==> config.mk <==
export PLATFORM = sky130hd
export DESIGN_NAME = ksm_ctrl
export DESIGN_NICKNAME = d
export VERILOG_FILES = /design/src/ksm_pkg.sv /design/src/ksm_ctrl.sv
export SDC_FILE = /design/constraint.sdc
export NUM_CORES = 1
export LEC_CHECK = 0
export BUFFER_PORTS_ARGS = -buffer_cell sky130_fd_sc_hd__buf_4
export CAP_MARGIN = 20
export CELL_PAD_IN_SITES_DETAIL_PLACEMENT = 0
export CELL_PAD_IN_SITES_GLOBAL_PLACEMENT = 2
export CORE_AREA = 5 5 42 44
export CTS_BUF_LIST = sky130_fd_sc_hd__clkbuf_4 sky130_fd_sc_hd__clkbuf_8
export CTS_CLUSTER_DIAMETER = 60
export DETAILED_ROUTE_END_ITERATION = 16
export DIE_AREA = 0 0 47 49
export PLACE_DENSITY = 0.6
export SLEW_MARGIN = 0
export SYNTH_ARGS = -nofsm -noshare
export SYNTH_HDL_FRONTEND = slang
export SYNTH_SLANG_ARGS = --single-unit
==> constraint.sdc <==
create_clock -name clk -period 1 [get_ports clk]
set_input_delay 0.15 -clock clk [delete_from_list [all_inputs] [get_ports clk]]
set_output_delay 0.15 -clock clk [all_outputs]
set_load 0.005 [all_outputs]
==> src/ksm_pkg.sv <==
// shared types, codes and constants for the kth-of-two-sorted-merge block
package ksm_pkg;

	localparam int KIND_W  = 2;
	localparam int ELEM_W  = 20;
	localparam int RANK_W  = 12;

	localparam int DEF_LIST_DEPTH = 1024;
	localparam int DEF_VALUE_BITS = 20;

	localparam logic [KIND_W-1:0] KIND_APPEND_A = 2'd0;
	localparam logic [KIND_W-1:0] KIND_APPEND_B = 2'd1;
	localparam logic [KIND_W-1:0] KIND_SELECT   = 2'd2;

	typedef struct packed {
		logic [KIND_W-1:0] kind;
		logic [ELEM_W-1:0] value;
		logic [RANK_W-1:0] rank;
	} in_word_t;

	typedef struct packed {
		logic [ELEM_W-1:0] element;
		logic              error;
	} out_word_t;

	typedef enum logic {
		ST_IDLE,
		ST_WALK
	} state_t;

	// controller to datapath
	typedef struct packed {
		logic append_a;
		logic append_b;
		logic close;
		logic emit_err;
		logic walk_init;
		logic walk_step;
	} cmd_t;

	// datapath to controller
	typedef struct packed {
		logic sel_bad;
		logic last_step;
	} status_t;

endpackage

==> src/ksm_ctrl.sv <==
// controller state machine: decodes words and sequences the merge walk
module ksm_ctrl
	import ksm_pkg::*;
(
	input  logic                clk,
	input  logic                arst_n,
	input  logic                start,
	input  logic [KIND_W-1:0]   kind,
	input  status_t             status,
	output cmd_t                cmd,
	output logic                busy
);

	state_t state_q;
	state_t state_d;

	always_ff @(posedge clk or negedge arst_n) begin
		if (!arst_n) begin
			state_q <= ST_IDLE;
		end else begin
			state_q <= state_d;
		end
	end

	always_comb begin
		state_d = state_q;
		cmd     = '0;
		busy    = 1'b0;
		case (state_q)
			ST_IDLE: begin
				if (start) begin
					case (kind)
						KIND_APPEND_A: begin
							cmd.append_a = 1'b1;
						end
						KIND_APPEND_B: begin
							cmd.append_b = 1'b1;
						end
						KIND_SELECT: begin
							cmd.close = 1'b1;
							if (status.sel_bad) begin
								cmd.emit_err = 1'b1;
							end else begin
								cmd.walk_init = 1'b1;
								state_d       = ST_WALK;
							end
						end
						default: begin
						end
					endcase
				end
			end
			ST_WALK: begin
				busy          = 1'b1;
				cmd.walk_step = 1'b1;
				if (status.last_step) begin
					state_d = ST_IDLE;
				end
			end
			default: begin
				state_d = ST_IDLE;
			end
		endcase
	end

endmodule

# [Word level (Yosys, flattened, before mapping)]
# Index checks and enable logic that the tools add are counted.
[word_totals] ff_bits=1 in_bits=7 out_inout_bits=7
[op_classes] n_eq_ne=2 muxes=12 bitwise=1 n_reduce_logical=1
[ops] cell="two-way mux 5 bit" n=2
[ops] cell="two-way mux 1 bit" n=8
[ops] cell="two-way mux 3 bit" n=1
[ops] cell="equality test 2 x 1 -> 1 bit (second input constant)" n=1
[ops] cell="equality test 2 bit (second input constant)" n=1
[ops] cell="logical NOT 2 bit" n=1
[ops] cell="one-hot mux 1 bit (2 select lines)" n=1
[ops] cell="inverter 1 bit" n=1

# [Depth between registers and ports, before layout]
[depth] ltp_word=4 mapped_depth=3 mapped_depth_nobuf=3

# [Least setup slack after synthesis]
# OpenSTA, ideal clock, no wires.
[synth_timing] path_kind="flip-flop to output port" start="register state_q" end="output port cmd[2] (netlist name)" arrival_time_ns=0.849 required_ns=0.850 setup_slack_ns=0.001 path_stages_with_launch=4 path_buffers=0 path_cell_list="dfrtp_1 -> nand4bb_4 -> inv_2 -> and2_1"
[synth_rtl] item="from (decl)" line="ksm_ctrl.sv:14" rtl="state_t state_q;"
[synth_rtl] item="from (signal assigned)" line="ksm_ctrl.sv:21" rtl="state_q <= state_d;"
[synth_rtl] item="to (decl)" line="ksm_ctrl.sv:10" rtl="output cmd_t cmd,"

==> qor.csv <==
metric,value,unit
final_cells,42,
r2r_end,state_q,
dp_slack,-0.115,ns
hold_path_class,input pin to register,
postRouteAntennaNets,0,
synthAdderAreaFrac,0,%
worstSetupPathType,register to output pin,
drive_gt1_share,80.8,%
power_density,480,nW/um2
fp.dieW,47,um
antenna_found_initial,0,
overflow,0,
synth-xor-area-share,0,%
leakage,0.127,nW
dieArea,2300,um2
r2r_start,state_q,
violations,setup timing,
place_inst,40,
hold_depth,2,
design_area,264,um2
crit_chain,nand4bb_4 -> inv_2 -> and2_4 -> buf_6,
max_cap_violations,0,
hold_viol_final,0,
cp_data_required_time,0.85,ns
synthTopCellsByArea,"nand4bb_4 (26%), dfrtp_1 (24%), and4bb_2 (12%)",
period_needed,1.06,ns
p_total,0.127,mW
crit_path_end_kind,output pin,
route.detailed.drc,0,
yosys.area_share.simple,56.0,%
slew_viol_final,0,
synthMuxAreaShare,0,%
clk_latency,0,ns
hold_path.startpoint,status[0],
avgSynthCellArea,10.5,um2
syn_nets,17,
hold_slack,0.347,ns
vdd_drop_max,202,uV
worstHoldEndpoint,state_q,
ys_seq_elements,1,
async_reset_ff_share,100,%
grt_max_degree,6,
relSlewSlack,83.0,%
avgRoutedWirePerCell,10.4,um
nets,35,
tightest_slew,0.251,ns
setup_ws,-0.0601,ns
yosysWarnings,0,
yosysTopAreaCellShare,26.2,%
path_max_fanout,5,
top_regs,state_q (1),
arrival,0.91,ns
postSynthCellCount,10,
critPathLaunchType,register,
synth_top_family_by_area,simple AND/OR/NAND/NOR gates,
synth_compound_gate_area_share,5.95,%
vias,138,
critPathMaxStageDelay,0.40,ns
placementRows,14,
gp_congestion,0.705,
regMostFlops,state_q,
io_buffers,13,
path_clk_slew,0,ns
regToRegSetupSlack,0.04,ns
grt_pass1_vias,161,
syn_to_final_growth,151,%
final_core_util,18.8,%
insertedDiodeCount,0,
cpMaxStageDelayCell,dfrtp_1,
ioPinCount,14,
grt_pass1_wl,779,um
status,finished with violations,
start_util,7.50,%
drtIter0Drc,2,
seq_area_frac_synth,23.8,%
setup_viol,2,
fp.dieH,49,um
rr_worst_depth,3,
drt_wl_total,436,um
yosysTopAreaCell,nand4bb_4,
grt_usage,4.29,%
core,1400,um2
syn_area,105,um2
synth_edf_count,0,
fmax,943,MHz
skew,0,ns
synth_cell_types,10,
vias_per_cell,3.29,
post-route-period-util,106,%
drtPass1Iterations,2,
tns,-0.0823,ns
synth_ff_type,dfrtp_1,
rsz0062_at_grt,true,
placed_area,230,um2
largest_register_ffs,1,
fillers,166,
-- critical path: cells and delay by family (launching register included) --
| kind | cells | cell delay [ns] |
|---|---|---|
| flops | 1 | 0.40 |
| buf+inv | 2 | 0.15 |
| simple gates | 2 | 0.36 |
-- how the worst max path moves through the flow --
stage	start	end	slack [ns]
floorplan	state_q	cmd[2]	0.0009
detailed placement	state_q	cmd[2]	-0.12
global placement	state_q	cmd[2]	-0.08
CTS	state_q	cmd[2]	-0.06
finish	state_q	cmd[2]	-0.06
global route	state_q	cmd[2]	-0.12
-- metal layers --
| metal | vias up | routed length, um | part of all wire [%] | global-route usage (%) |
|---|---|---|---|---|
| met3 | 0 | 76 | 17 | 0.369 |
| met5 | - | 0 | 0 | 0 |
| li1 | 68 | - | - | - |
| met2 | 14 | 113 | 26 | 4.98 |
| met4 | 0 | 0 | 0 | 0 |
| met1 | 56 | 246 | 56 | 8.32 |
-- cells in the final DEF (no fill, tap or decap), drive strengths merged --
cell type    synthesis  routed
nor4b                1       1
nand4bb              1       1
inv                  2       2
dfrtp                1       1
and2                 1       1
buf                  1      16
dlygate4sd3          0       1
o22ai                1       1
nor2                 1       1
and4bb               1       1
-- where the power goes --
part	switching (mW)	internal (mW)	leakage [nW]
clock	0	0	0
combinational	0.0261	0.0541	0.113
sequential	0.00301	0.0435	0.0135
-- layout make-up --
cell class / count / area (um2) / share of cell area [%]
timing repair buffer: 17 / 138 / 52.1
multi-input combinational: 6 / 73.8 / 28.0
sequential: 1 / 25.0 / 9.48
tap: 16 / 20.0 / 7.58
inverter: 2 / 7.51 / 2.84
-- cell families after synthesis --
group | Yosys count
AOI/OAI and AO/OA | 1
buffers and inverters | 3
DFF | 1
and+or+nand+nor | 5
-- what timing repair did --
action | CTS | global route
buffers inserted | 1 | 0
resized for setup | 3 | 1
setup endpoints to repair | 3 | 6
pin swaps | 2 | 0
gates cloned | 0 | 0
hold buffers | 1 | 0
hold endpoints to repair | 1 | 0
No activity file was read; power rests on OpenSTA's default activity.
